File: src/hw/rtl/sobel_edge_magnitude_core_assert.svh
// assertion macros shared by the sobel edge magnitude rtl
// expects aclk and aresetn in the scope of each use
`ifndef SOBEL_EDGE_MAGNITUDE_CORE_ASSERT_SVH
`define SOBEL_EDGE_MAGNITUDE_CORE_ASSERT_SVH

`ifndef ASSERT_OFF
`define SEM_ASSERT(name, prop) \
    name: assert property (@(posedge aclk) disable iff (!aresetn) prop) \
        else $error("sobel core assertion failed");
`define SEM_ASSERT_ALWAYS(name, prop) \
    name: assert property (@(posedge aclk) prop) \
        else $error("sobel core assertion failed");
`else
`define SEM_ASSERT(name, prop)
`define SEM_ASSERT_ALWAYS(name, prop)
`endif

`endif

File: src/hw/rtl/sem_pkg.sv
// types, constants and helpers for the sobel edge magnitude core
// no dependencies
`timescale 1ns / 1ps

package sem_pkg;

    localparam int MAX_WIDTH  = 2048;
    localparam int MAX_HEIGHT = 2048;
    localparam int COL_W      = $clog2(MAX_WIDTH);
    localparam int DIM_W      = 12;
    localparam int PIX_W      = 8;
    localparam int GRAD_W     = 12;
    localparam int SUM_W      = 21;
    localparam int ROOT_BITS  = 8;
    localparam int STEP_W     = $clog2(ROOT_BITS);
    localparam int IDX_W      = 2;

    localparam logic [DIM_W-1:0] WIDTH_RESET  = 12'd1247;
    localparam logic [DIM_W-1:0] HEIGHT_RESET = 12'd720;

    localparam logic [IDX_W-1:0] REG_IMAGE_WIDTH  = 2'd0;
    localparam logic [IDX_W-1:0] REG_IMAGE_HEIGHT = 2'd1;

    localparam logic OP_PIXEL = 1'b0;
    localparam logic OP_FLUSH = 1'b1;

    typedef enum logic [2:0] {
        ST_IDLE,
        ST_READ,
        ST_SHIFT,
        ST_GRAD,
        ST_SQUARE,
        ST_START,
        ST_ROOT,
        ST_OUT
    } state_t;

    function automatic logic [DIM_W-1:0] clamp_dim(input logic [DIM_W-1:0] v,
                                                   input logic [DIM_W-1:0] maxv);
        logic [DIM_W-1:0] r;
        if (v == '0) begin
            r = DIM_W'(1);
        end else if (v > maxv) begin
            r = maxv;
        end else begin
            r = v;
        end
        return r;
    endfunction

endpackage

File: src/hw/rtl/sem_root.sv
// saturated integer square root, one result bit per cycle
// depends on sem_pkg and the assertion macro header
`timescale 1ns / 1ps
`include "sobel_edge_magnitude_core_assert.svh"

module sem_root
    import sem_pkg::*;
(
    input  logic                  aclk,
    input  logic                  aresetn,
    input  logic                  start,
    input  logic [SUM_W-1:0]      sum,
    output logic                  done,
    output logic [ROOT_BITS-1:0]  root
);

    logic                     busy_reg;
    logic                     done_reg;
    logic [STEP_W-1:0]        step_reg;
    logic [ROOT_BITS-1:0]     root_reg;
    logic [2*ROOT_BITS-1:0]   rad_reg;
    logic [ROOT_BITS-1:0]     trial;
    logic [2*ROOT_BITS-1:0]   trial_sq;

    assign trial    = root_reg | (ROOT_BITS'(1) << step_reg);
    assign trial_sq = trial * trial;

    always_ff @(posedge aclk) begin
        if (!aresetn) begin
            busy_reg <= 1'b0;
            done_reg <= 1'b0;
        end else begin
            done_reg <= 1'b0;
            if (start) begin
                // anything at or above 2^16 has a root of 256 or more
                if (sum[SUM_W-1:2*ROOT_BITS] != '0) begin
                    root_reg <= '1;
                    done_reg <= 1'b1;
                end else begin
                    root_reg <= '0;
                    rad_reg  <= sum[2*ROOT_BITS-1:0];
                    step_reg <= STEP_W'(ROOT_BITS - 1);
                    busy_reg <= 1'b1;
                end
            end else if (busy_reg) begin
                if (trial_sq <= rad_reg) begin
                    root_reg <= trial;
                end
                if (step_reg == '0) begin
                    busy_reg <= 1'b0;
                    done_reg <= 1'b1;
                end else begin
                    step_reg <= step_reg - STEP_W'(1);
                end
            end
        end
    end

    assign done = done_reg;
    assign root = root_reg;

    `SEM_ASSERT(a_start_when_free, start |-> !busy_reg)
    `SEM_ASSERT(a_done_ends_work, done_reg |-> !busy_reg)
    `SEM_ASSERT(a_done_single, done_reg |=> !done_reg)

endmodule
File: config.mk
export PLATFORM = sky130hd
export DESIGN_NAME = sem_root
export DESIGN_NICKNAME = d
export VERILOG_FILES = /design/src/hw/rtl/sem_pkg.sv /design/src/hw/rtl/sem_root.sv
export VERILOG_INCLUDE_DIRS = /design/src /design/src/hw/rtl
export SDC_FILE = /design/constraint.sdc
export NUM_CORES = 1
export LEC_CHECK = 0
export ABC_AREA = 1
export BUFFER_PORTS_ARGS = -buffer_cell sky130_fd_sc_hd__buf_2
export CAP_MARGIN = 20
export CORE_MARGIN = 1
export CORE_UTILIZATION = 61
export DETAILED_ROUTE_END_ITERATION = 10
export PLACE_DENSITY_LB_ADDON = 0.05
export SLEW_MARGIN = 5
export SYNTH_ARGS = -nofsm -noshare
export SYNTH_HDL_FRONTEND = slang
export SYNTH_SLANG_ARGS = --single-unit
File: constraint.sdc
create_clock -name aclk -period 7.23 [get_ports aclk]
set_clock_uncertainty 0.15 [all_clocks]
set_input_delay 1.446 -clock aclk [delete_from_list [all_inputs] [get_ports aclk]]
set_output_delay 1.446 -clock aclk [all_outputs]
set_load 0.005 [all_outputs]
==> metrics.md, run 1 <==
| Metric | Value |
|---|---|
| Average wire per standard cell | `11.99 microns` |
| Detailed Routing Iterations Pass 1 | `4` |
| TritonCTS clock tree | `yes` |
| Period minus WS final | `6.420 ns` |
| Final ANT Viol Nets | `0` |
| Layout cell share with drive strength beyond 1 | `10.71%` |
| GRT Overall Usage | `23.54%` |
| Post-synthesis sequential area ratio | `26.08%` |
| Net Count, Synth | `~500` |
| Setup Fix Bufs, Post-CTS | `0` |
| Starting DRT DRC Count | `105` |
| Full die area | `5644 sq um` |
| Worst-path clk slew | `0.06 ns` |
| Syn. warnings | `0` |
| Flop2flop setup slack | `a little over 0.8 ns` |
| Initial antenna violation count | `0` |
| FF-to-FF path depth | `28` |
| Hold path startpoint | `busy_reg$_SDFFE_PN0N_` |
| Peak Freq | `155.8 MHz` |
| Core Area | `5140 sq um` |
| I/O Buffers | `32` |
| Final Hold Viols | `0` |
| Critical path launch point type | `flip-flop` |
| Setup TNS Final | `0 ns` |
| GRT overflow | `0` |
| Chip height | `75.13 microns` |
| Worst-path fanout max | `8` |
| Cells resized by post-CTS repair | `0` |
| Largest net degree at the start of global routing | `17` |
| CTS H-tree lvls | `2` |
| Largest register FFs | `16` |
| First-pass GRT wire length | `9729 microns` |
| R2R Path Start | `step_reg[0]$_SDFFCE_PP1P_` |
| RSZ-0062 raised after global routing | `no` |
| Crit path kind | `reg2reg` |
| Num CTS Buffers | `5` |
| Post-synth cell types | `27` |
| Worst Hold Path Cells | `2` |
| Measured slew at the worst slew-check pin | `0.3983 ns` |
| Maxcap violations | `0` |
| Slew headroom | `between 70% and 80%` |
| Worst EP required | `7.02 ns` |
| Hold Buf Count CTS | `0` |
| Endpoints failing setup | `0` |
| Largest stage delay, worst path | `0.55 ns` |
| Synth Instances | `401` |
| Synthesis-stage register bit count | `29` |
| Status | `finished, final reports clean` |
| DIE WIDTH | `75.13 microns` |
| Starting density of the core | `63.46%` |
| Worst skew pair latency | `0.27 ns` |
| # clock sinks | `29` |
| Gpl congestion | `about 0.9` |
| WP data arrival | `around 6.2 ns` |
| Row count | `26` |
| Via density | `between 4 and 5` |
| Hold Crit Endpoint | `done$_SDFF_PN0_` |
| Period Utilization, post-route | `88.80%` |
| Post-synth EDFFs | `27` |
| Synth async-reset ratio | `0%` |
| Final wirelength | `6102 microns` |
| Critical path's slowest cell | `fa_1` |
| CP endpoint kind | `flip-flop` |
| Diode count | `0` |
| Primary FF master, synth | `edfxtp_1` |
| Mapped Area | `3262 sq um` |
| Vias in the first global route | `about 2,300` |
| Top cell by count, worst path | `nand2_1` |
| I/O pin cnt | `33` |
| NumNets Final | `535` |
| DP Wirelength | `5250 microns` |
| Crit Reg-Reg Endpoint | `root[6]$_DFFE_PP_` |
| Syn_area_per_cell | `slightly above 8 sq um` |
| Fin. max-slew vios | `0` |
| HP Class | `reg2reg` |
| CTS root buf | `clkbuf_8` |
| Vias | `2,494` |
| Layout area overhead | `10.17%` |
| Clock Path Buffers | `2` |
| DRC Markers | `0` |
cell type report:
type                       count  area [sq um]
multi-input combinational    258          1981
fill                         432          1546
sequential                    29         850.8
inverter                     111         416.7
timing repair buffer          33         167.7
clock buffer                   8         90.09
tap                           70         87.58
layer usage:
| metal | vias up | wire, microns | GRT usage, % |
|---|---|---|---|
| li1 | 1310 | - | - |
| met1 | 1126 | 2773 | 28.96 |
| met2 | 49 | 3078 | 43.34 |
| met3 | 9 | 147 | 2.142 |
| met4 | 0 | 103 | 7.547 |
| met5 | - | 0 | 0 |
critical path, delay by kind of cell (launching register included):
kind	cells	cell delay (ns)
buffers and inverters	6	0.51
DFF	1	0.40
and+or+nand+nor	12	1.27
AOI/OAI and AO/OA	3	0.74
adders and majority gates	7	3.00
per-stage QoR:
step / cell area (sq um) / util (%) / cells / hold WS, ns / worst slack [ns]
floorplan: 3262 / - / 401 / 0.3225 / 1.388
finish: 3593 / 69.91 / 509 / 0.3576 / 0.8099
global route: 3593 / 69.91 / 509 / 0.4216 / 0.4036
global placement: 3496 / 68.01 / 500 / 0.3569 / 1.024
CTS: 3586 / 69.77 / 508 / 0.3561 / 0.8272
detailed placement: 3496 / 68.01 / 500 / 0.3433 / 0.8359
placed cells by master (no fill, tap or decap), types with 2 or more instances in the layout:
cell / netlist / layout
nor2_1: 19 / 19
o21ai_0: 13 / 13
buf_2: 2 / 32
xor2_1: 10 / 10
xnor2_1: 3 / 3
a31oi_1: 3 / 3
dfxtp_1: 2 / 2
fa_1: 25 / 25
a21oi_1: 19 / 19
edfxtp_1: 27 / 27
inv_2: 3 / 3
clkbuf_1: 1 / 2
clkbuf_8: 0 / 6
nand2_1: 91 / 91
ha_1: 48 / 48
inv_1: 108 / 108
a21o_1: 3 / 3
nand4_1: 3 / 3
nor3_1: 4 / 4
nand3_1: 9 / 9
synth_stat cells, types with 3 or more instances:
cell | n | area (sq um)
inv_1 | 108 | 405.4
nand2_1 | 91 | 341.6
ha_1 | 48 | 600.6
edfxtp_1 | 27 | 810.8
fa_1 | 25 | 500.5
a21oi_1 | 19 | 95.09
nor2_1 | 19 | 71.32
o21ai_0 | 13 | 65.06
xor2_1 | 10 | 87.58
nand3_1 | 9 | 45.04
nor3_1 | 4 | 20.02
a21o_1 | 3 | 22.52
a31oi_1 | 3 | 18.77
inv_2 | 3 | 11.26
nand4_1 | 3 | 18.77
xnor2_1 | 3 | 26.28
logic make-up (layout without fill, tap and decap cells):
family,after synthesis,in the layout,synth area share [%]
simple gates,129,129,15.84
compound gates,43,43,7.634
buf+inv,114,152,13.20
fa+ha+maj,73,73,33.76
flops,29,29,26.08
xor+xnor,13,13,3.491
worst max-delay path by stage:
stage | to | cells after the start | slack (ns) | start
2_1_floorplan | root[0]$_DFFE_PP_ | 28 | 1.39 | step_reg[0]$_SDFFCE_PP1P_
3_3_place_gp | root[5]$_DFFE_PP_ | 28 | 1.02 | step_reg[0]$_SDFFCE_PP1P_
3_5_place_dp | root[6]$_DFFE_PP_ | 28 | 0.84 | step_reg[0]$_SDFFCE_PP1P_
4_1_cts | root[6]$_DFFE_PP_ | 28 | 0.83 | step_reg[0]$_SDFFCE_PP1P_
5_1_grt | root[7]$_DFFE_PP_ | 28 | 0.40 | step_reg[0]$_SDFFCE_PP1P_
6_report | root[6]$_DFFE_PP_ | 28 | 0.81 | step_reg[0]$_SDFFCE_PP1P_
Power of run 1 is not shown: default switching activity piles up to over one toggle a cycle in this logic, so the estimate is an artifact.
==> inputs of run 2 (changes only) <==
--- a/config.mk
+++ b/config.mk
@@ -8,3 +8,2 @@
 export LEC_CHECK = 0
-export ABC_AREA = 1
 export BUFFER_PORTS_ARGS = -buffer_cell sky130_fd_sc_hd__buf_2
@@ -12,3 +11,3 @@
 export CORE_MARGIN = 1
-export CORE_UTILIZATION = 61
+export CORE_UTILIZATION = 60
 export DETAILED_ROUTE_END_ITERATION = 10
--- a/constraint.sdc
+++ b/constraint.sdc
@@ -4,2 +4,2 @@
 set_output_delay 1.446 -clock aclk [all_outputs]
-set_load 0.005 [all_outputs]
+set_load 0.1 [all_outputs]
==> run 2 against run 1 <==
Maximum frequency fell by 5.1%. Sequential share of layout area increased by 0.14 points. Design area fell by 0.59%. Critical path depth shrank 6. Global-route usage rose by 0.66 points. Flip-flop and latch count unchanged. First-iteration DRC count grew 26%. Highest routed layer unchanged.
==> metrics.md, run 2 <==
| Metric | Value |
|---|---|
| DIE WIDTH | `74.45 microns (-0.90%)` |
| Maxcap violations | `0 (unchanged)` |
| Slew headroom | `65.76% (-7.7 points)` |
| Setup ws final | `0.4658 ns (-0.3441 ns)` |
| Vias | `2,363 (-5.3%)` |
| Most common cell after layout, fill and taps aside | `inv_1` |
| Met1 WL | `2730 microns (-1.6%)` |
| Worst skew pair latency | `0.28 ns (about the same)` |
| CTS root buf | `clkbuf_8` |
| Synthesis-stage register bit count | `29 (unchanged)` |
| Critical path's slowest cell | `fa_1` |
| GRT Overall Usage | `24.20% (+0.66 points)` |
| Critical path launch point type | `flip-flop` |
| Layout area overhead | `13.43%` |
| Initial antenna violation count | `0 (unchanged)` |
| Largest register FFs | `16 (unchanged)` |
| Final ANT Viol Nets | `0 (unchanged)` |
| Num CTS Buffers | `5 (unchanged)` |
| Crit path kind | `reg2reg` |
| FF-to-FF path depth | `22 (-21%)` |
| Period Utilization, post-route | `93.56% (+4.8 points)` |
| Layout cell share with drive strength beyond 1 | `15.47% (+4.8 points)` |
| Vias in the first global route | `2,216 (-3.4%)` |
| Cell Chain, Critical Path | `ha_1 > a21oi_2 > nor2_1 > fa_1 > fa_1 > inv_1 > fa_1 > fa_1 > inv_1 > ha_1 > a21oi_1 > nand2_1 > o211ai_2 > or4b_1 > o311ai_0 > ha_1 > a21oi_1 > nor2_1 > a2111oi_1 > o21ai_1 > o22ai_1 > buf_4` |
| Largest stage delay, worst path | `0.59 ns (+0.04 ns)` |
| Mapped Area | `3149 sq um (-3.5%)` |
| Row count | `26 (unchanged)` |
| Period minus WS final | `6.764 ns (+0.3441 ns)` |
| First-pass GRT wire length | `9929 microns (+2.1%)` |
| TritonCTS clock tree | `yes` |
| Chip height | `74.45 microns (-0.90%)` |
| Post-synth cell types | `42 (+56%)` |
| Crit path depth | `22 (-21%)` |
| Setup Fix Bufs, Post-CTS | `0 (unchanged)` |
| I/O Buffers | `32 (unchanged)` |
| Final wirelength | `5902 microns (-3.3%)` |
| Final hold slack | `0.3816 ns (+0.02404 ns)` |
| Full die area | `5543 sq um (-1.8%)` |
| Starting density of the core | `62.06% (-1.4 points)` |
| Syn_area_per_cell | `9.486 sq um (+17%)` |
| WL met2 | `2847 microns (-7.5%)` |
| Worst-path clk slew | `0.06 ns (about the same)` |
| I/O pin cnt | `33 (unchanged)` |
| Worst path top cell family by delay | `adder cells` |
| # clock sinks | `29 (unchanged)` |
| NumNets Final | `471 (-12%)` |
| Detailed Routing Iterations Pass 1 | `4 (unchanged)` |
| Top cell by count, worst path | `fa_1` |
| Clock Path Buffers | `2 (unchanged)` |
| Via density | `5.310 (+8.4%)` |
| Commonest cells after routing, fill and taps aside | `inv_1 (67), ha_1 (48), nor2_1 (34)` |
| Synth Instances | `332 (-17%)` |
| Largest net degree at the start of global routing | `17 (unchanged)` |
| Status | `finished, final reports clean` |
| RSZ-0062 raised after global routing | `no` |
| Area share of the largest cell type after synthesis | `25.74% (+0.89 points)` |
| Setup TNS Final | `0 ns (unchanged)` |
| Hold Buf Count CTS | `0 (unchanged)` |
| Worst Hold Path Cells | `2 (unchanged)` |
| # fillers | `422 (-2.3%)` |
| Measured slew at the worst slew-check pin | `0.5136 ns (+0.1153 ns)` |
| Buf/Inv on CP | `3 (-3)` |
| Post-synthesis sequential area ratio | `27.02% (+0.93 points)` |
| WP data arrival | `6.61 ns (+0.40 ns)` |
| CP endpoint kind | `flip-flop` |
| Synth async-reset ratio | `0% (unchanged)` |
| Post-synth top cells | `inv_1 (67), ha_1 (48), nor2_1 (34)` |
| Max layer used | `met4` |
| Worst EP required | `7.07 ns (+0.05 ns)` |
| HP Class | `reg2reg` |
| Diode count | `0 (unchanged)` |
| Syn. warnings | `0 (unchanged)` |
| Synth top area cells | `edfxtp_1 (26%), ha_1 (19%), fa_1 (16%)` |
| Peak Freq | `147.8 MHz (-5.1%)` |
| Synth area leader | `edfxtp_1` |
| CTS H-tree lvls | `2 (unchanged)` |
| Primary FF master, synth | `edfxtp_1` |
| GRT overflow | `0 (unchanged)` |
| Average wire per standard cell | `13.26 microns (+11%)` |
| Worst-path fanout max | `10 (+2)` |
| Net Count, Synth | `429 (-14%)` |
| Metal3 WL | `231 microns (+57%)` |
| DP Wirelength | `4796 microns (-8.6%)` |
| Post-synth EDFFs | `27 (unchanged)` |
| DRC Markers | `0 (unchanged)` |
| Worst slack, placed | `0.3916 ns (-0.4443 ns)` |
| Fin. max-slew vios | `0 (unchanged)` |
| Starting DRT DRC Count | `132 (+26%)` |
| Final Hold Viols | `0 (unchanged)` |
| Endpoints failing setup | `0 (unchanged)` |
| Most frequent cell after synthesis | `inv_1` |
| Core Area | `5075 sq um (-1.3%)` |
| Gpl congestion | `0.8450 (-6.5%)` |
-- run 2: layout make-up --
| type | count | area [sq um] | area share (%) |
|---|---|---|---|
| Sequential cell | 29 | 850.8 | 23.82 |
| Inverter | 68 | 255.2 | 7.145 |
| Clock inverter | 3 | 65.06 | 1.821 |
| Multi-Input combinational cell | 231 | 2032 | 56.88 |
| Clock buffer | 5 | 68.82 | 1.926 |
| Tap cell | 70 | 87.58 | 2.452 |
| Timing Repair Buffer | 39 | 212.7 | 5.954 |
-- run 2: worst reg2reg max path: stages, from the launching register on --
cell and delay, ns:
edfxtp_1 0.44, ha_1 0.27, a21oi_2 0.44, nor2_1 0.17, fa_1 0.54, fa_1 0.55
inv_1 0.06, fa_1 0.50, fa_1 0.59, inv_1 0.06, ha_1 0.34, a21oi_1 0.21
nand2_1 0.09, o211ai_2 0.19, or4b_1 0.45, o311ai_0 0.12, ha_1 0.31, a21oi_1 0.16
nor2_1 0.07, a2111oi_1 0.31, o21ai_1 0.15, o22ai_1 0.13, buf_4 0.19
-- run 2: final timing paths --
path,start,endpoint,slack (ns)
setup / recovery,step_reg[0]$_SDFFCE_PP1P_,root[0]$_DFFE_PP_,0.47
hold / removal,busy_reg$_SDFFE_PN0N_,busy_reg$_SDFFE_PN0N_,0.38
setup reg to reg,step_reg[0]$_SDFFCE_PP1P_,root[0]$_DFFE_PP_,0.47
hold reg to reg,busy_reg$_SDFFE_PN0N_,busy_reg$_SDFFE_PN0N_,0.38
-- run 2: per-stage QoR --
step,std cells,utilization (%),instance area [sq um]
after floorplan,332,-,3149
after global placement,437,67.65,3433
after detailed placement,437,67.65,3433
after CTS,445,70.29,3567
after global routing,445,70.39,3572
final,445,70.39,3572
-- run 2: cell families after synthesis --
family / Yosys count / share of synthesized area [%]
AO/OA/AOI/OAI: 60 / 12.95
XOR/XNOR: 15 / 4.172
adder cells (fa/ha/maj): 73 / 34.96
buffers and inverters: 72 / 8.621
flip-flops: 29 / 27.02
AND/OR/NAND/NOR: 83 / 12.28
-- run 2: metal layers --
layer,up-vias,GRT usage (%)
met1,1111,33.30
met3,10,4.201
met4,0,8.176
met2,52,38.84
li1,1190,-
met5,-,0
-- run 2: repair_timing --
| item | 4_1_cts | 5_1_grt |
|---|---|---|
| gates resized for setup | 0 | 3 |
| setup endpoints to repair | 0 | 8 |
| endpoints found under the hold margin | 0 | 0 |
Power of run 2 is left out for the same reason.
==> inputs of run 3 (changes only) <==
- clock period: 7.23 -> 6.4 ns (I/O delays scaled with it)
==> run 3 against run 2 <==
Sequential share of layout area down 3.3 points. Non-clock buffer count increased by 41. Flip-flop and latch count unchanged.
==> metrics.md, run 3 (synthesis gave the netlist of run 2 again) <==
| Metric | Value |
|---|---|
| Via density | `5.506 (+3.7%)` |
| Worst path top cell family by delay | `adder cells` |
| Starting DRT DRC Count | `133 (+0.76%)` |
| # fillers | `328 (-22%)` |
| Measured slew at the worst slew-check pin | `0.7002 ns (+0.1866 ns)` |
| Num CTS Buffers | `5 (unchanged)` |
| # clock sinks | `29 (unchanged)` |
| CTS root buf | `clkbuf_8` |
| Chip height | `74.45 microns (unchanged)` |
| DRC Markers | `0 (unchanged)` |
| Period Utilization, post-route | `97.92% (+4.4 points)` |
| Worst skew pair latency | `0.29 ns (about the same)` |
| WP data arrival | `6.12 ns (-0.49 ns)` |
| Diode count | `0 (unchanged)` |
| Buf/Inv on CP | `6 (+3)` |
| Starting density of the core | `62.06% (unchanged)` |
| Hold Buf Count CTS | `0 (unchanged)` |
| TritonCTS clock tree | `yes` |
| CTS H-tree lvls | `2 (unchanged)` |
| Gr busiest metal | `met2` |
| Worst EP required | `6.25 ns (-0.82 ns)` |
| Period minus WS final | `6.267 ns (-0.4972 ns)` |
| Vias | `2,676 (+13%)` |
| Maxcap violations | `0 (unchanged)` |
| GRT Overall Usage | `25.89% (+1.7 points)` |
| Met2 Use GR | `44.64% (+5.8 points)` |
| Layout area overhead | `31.82%` |
| Largest stage delay, worst path | `0.55 ns (-0.04 ns)` |
| Largest net degree at the start of global routing | `17 (unchanged)` |
| Detailed Routing Iterations Pass 1 | `5 (+1)` |
| CP endpoint kind | `flip-flop` |
| Critical path launch point type | `flip-flop` |
| DIE WIDTH | `74.45 microns (unchanged)` |
| Fin. max-slew vios | `0 (unchanged)` |
| Top cell by count, worst path | `fa_1` |
| Gpl congestion | `0.8288 (-1.9%)` |
| First-pass GRT wire length | `10,730 microns (+8.1%)` |
| Final ANT Viol Nets | `0 (unchanged)` |
| Commonest cells after routing, fill and taps aside | `inv_1 (60), buf_4 (44), ha_1 (37)` |
| Final wirelength | `7481 microns (+27%)` |
| Worst slack, placed | `-0.2019 ns (-0.5934 ns)` |
| Row count | `26 (unchanged)` |
| I/O Buffers | `32 (unchanged)` |
| NumNets Final | `512 (+8.7%)` |
| Flop2flop setup slack | `0.13 ns (-0.33 ns)` |
| Core Area | `5075 sq um (unchanged)` |
| Vias in the first global route | `2,441 (+10%)` |
| Critical path's slowest cell | `fa_1` |
| Status | `finished, final reports clean` |
| Most common cell after layout, fill and taps aside | `inv_1` |
| Crit path kind | `reg2reg` |
| HP Class | `reg2reg` |
| Endpoints failing setup | `0 (unchanged)` |
| Clock Path Buffers | `2 (unchanged)` |
| Met3 usage | `3.930% (-0.27 points)` |
| Initial antenna violation count | `0 (unchanged)` |
| Layout cell share with drive strength beyond 1 | `33.89% (+18 points)` |
| Setup ws final | `0.1330 ns (-0.3328 ns)` |
| Peak Freq | `159.6 MHz (+7.9%)` |
| DP Wirelength | `5456 microns (+14%)` |
| GRT overflow | `0 (unchanged)` |
| Final Hold Viols | `0 (unchanged)` |
| Full die area | `5543 sq um (unchanged)` |
| Worst-path clk slew | `0.07 ns (about the same)` |
| Slew headroom | `52.82% (-13 points)` |
| I/O pin cnt | `33 (unchanged)` |
| Grt met1 use | `32.93% (-0.38 points)` |
| Average wire per standard cell | `15.39 microns (+16%)` |
| Worst-path fanout max | `8 (-2)` |
| Largest register FFs | `16 (unchanged)` |
run 3: area by class of cell:
class	instances	area (sq um)	area share (%)
multi-input cells	231	2331	56.15
inverters	68	255.2	6.148
clock buffers	6	72.57	1.748
repair buffers	80	544.3	13.11
clock inverters	2	10.01	0.2411
well taps	70	87.58	2.110
flip-flops and latches	29	850.8	20.49
run 3: worst min-delay path, delay by kind of cell, from the launching register on:
family | cells | cell delay (ns)
DFF | 1 | 0.34
AOI/OAI and AO/OA | 2 | 0.14
run 3: path summary, 6_finish.rpt:
| path | cells after the start | end | startpoint |
|---|---|---|---|
| setup reg to reg | 25 | root[3]$_DFFE_PP_ | step_reg[0]$_SDFFCE_PP1P_ |
| hold reg to reg | 2 | busy_reg$_SDFFE_PN0N_ | busy_reg$_SDFFE_PN0N_ |
| hold / removal | 2 | busy_reg$_SDFFE_PN0N_ | busy_reg$_SDFFE_PN0N_ |
| setup / recovery | 25 | root[3]$_DFFE_PP_ | step_reg[0]$_SDFFCE_PP1P_ |
run 3: layer usage:
metal / vias up / part of all wire, %
met2: 92 / 52
met5: - / 0
met1: 1287 / 39
met3: 21 / 6.1
met4: 0 / 3.0
li1: 1276 / -
run 3: timing repair:
item | 4_1_cts | 5_1_grt
pin swaps | 1 | 31
setup buffers | 1 | 8
endpoints found under the setup margin | 8 | 8
gates resized for setup | 4 | 49
run 3: per-stage QoR:
stage	hold WS, ns	area, sq um	setup TNS, ns	cells	utilization [%]
after floorplan	0.3268	3223	0	332	-
after global placement	0.3513	3745	-0.7745	470	73.79
after detailed placement	0.3685	3745	-1.613	470	73.79
after CTS	0.3820	3860	0	479	76.06
after global routing	0.3990	4151	-0.6397	486	81.80
final	0.3735	4151	0	486	81.80
Power of run 3 is left out for the same reason.
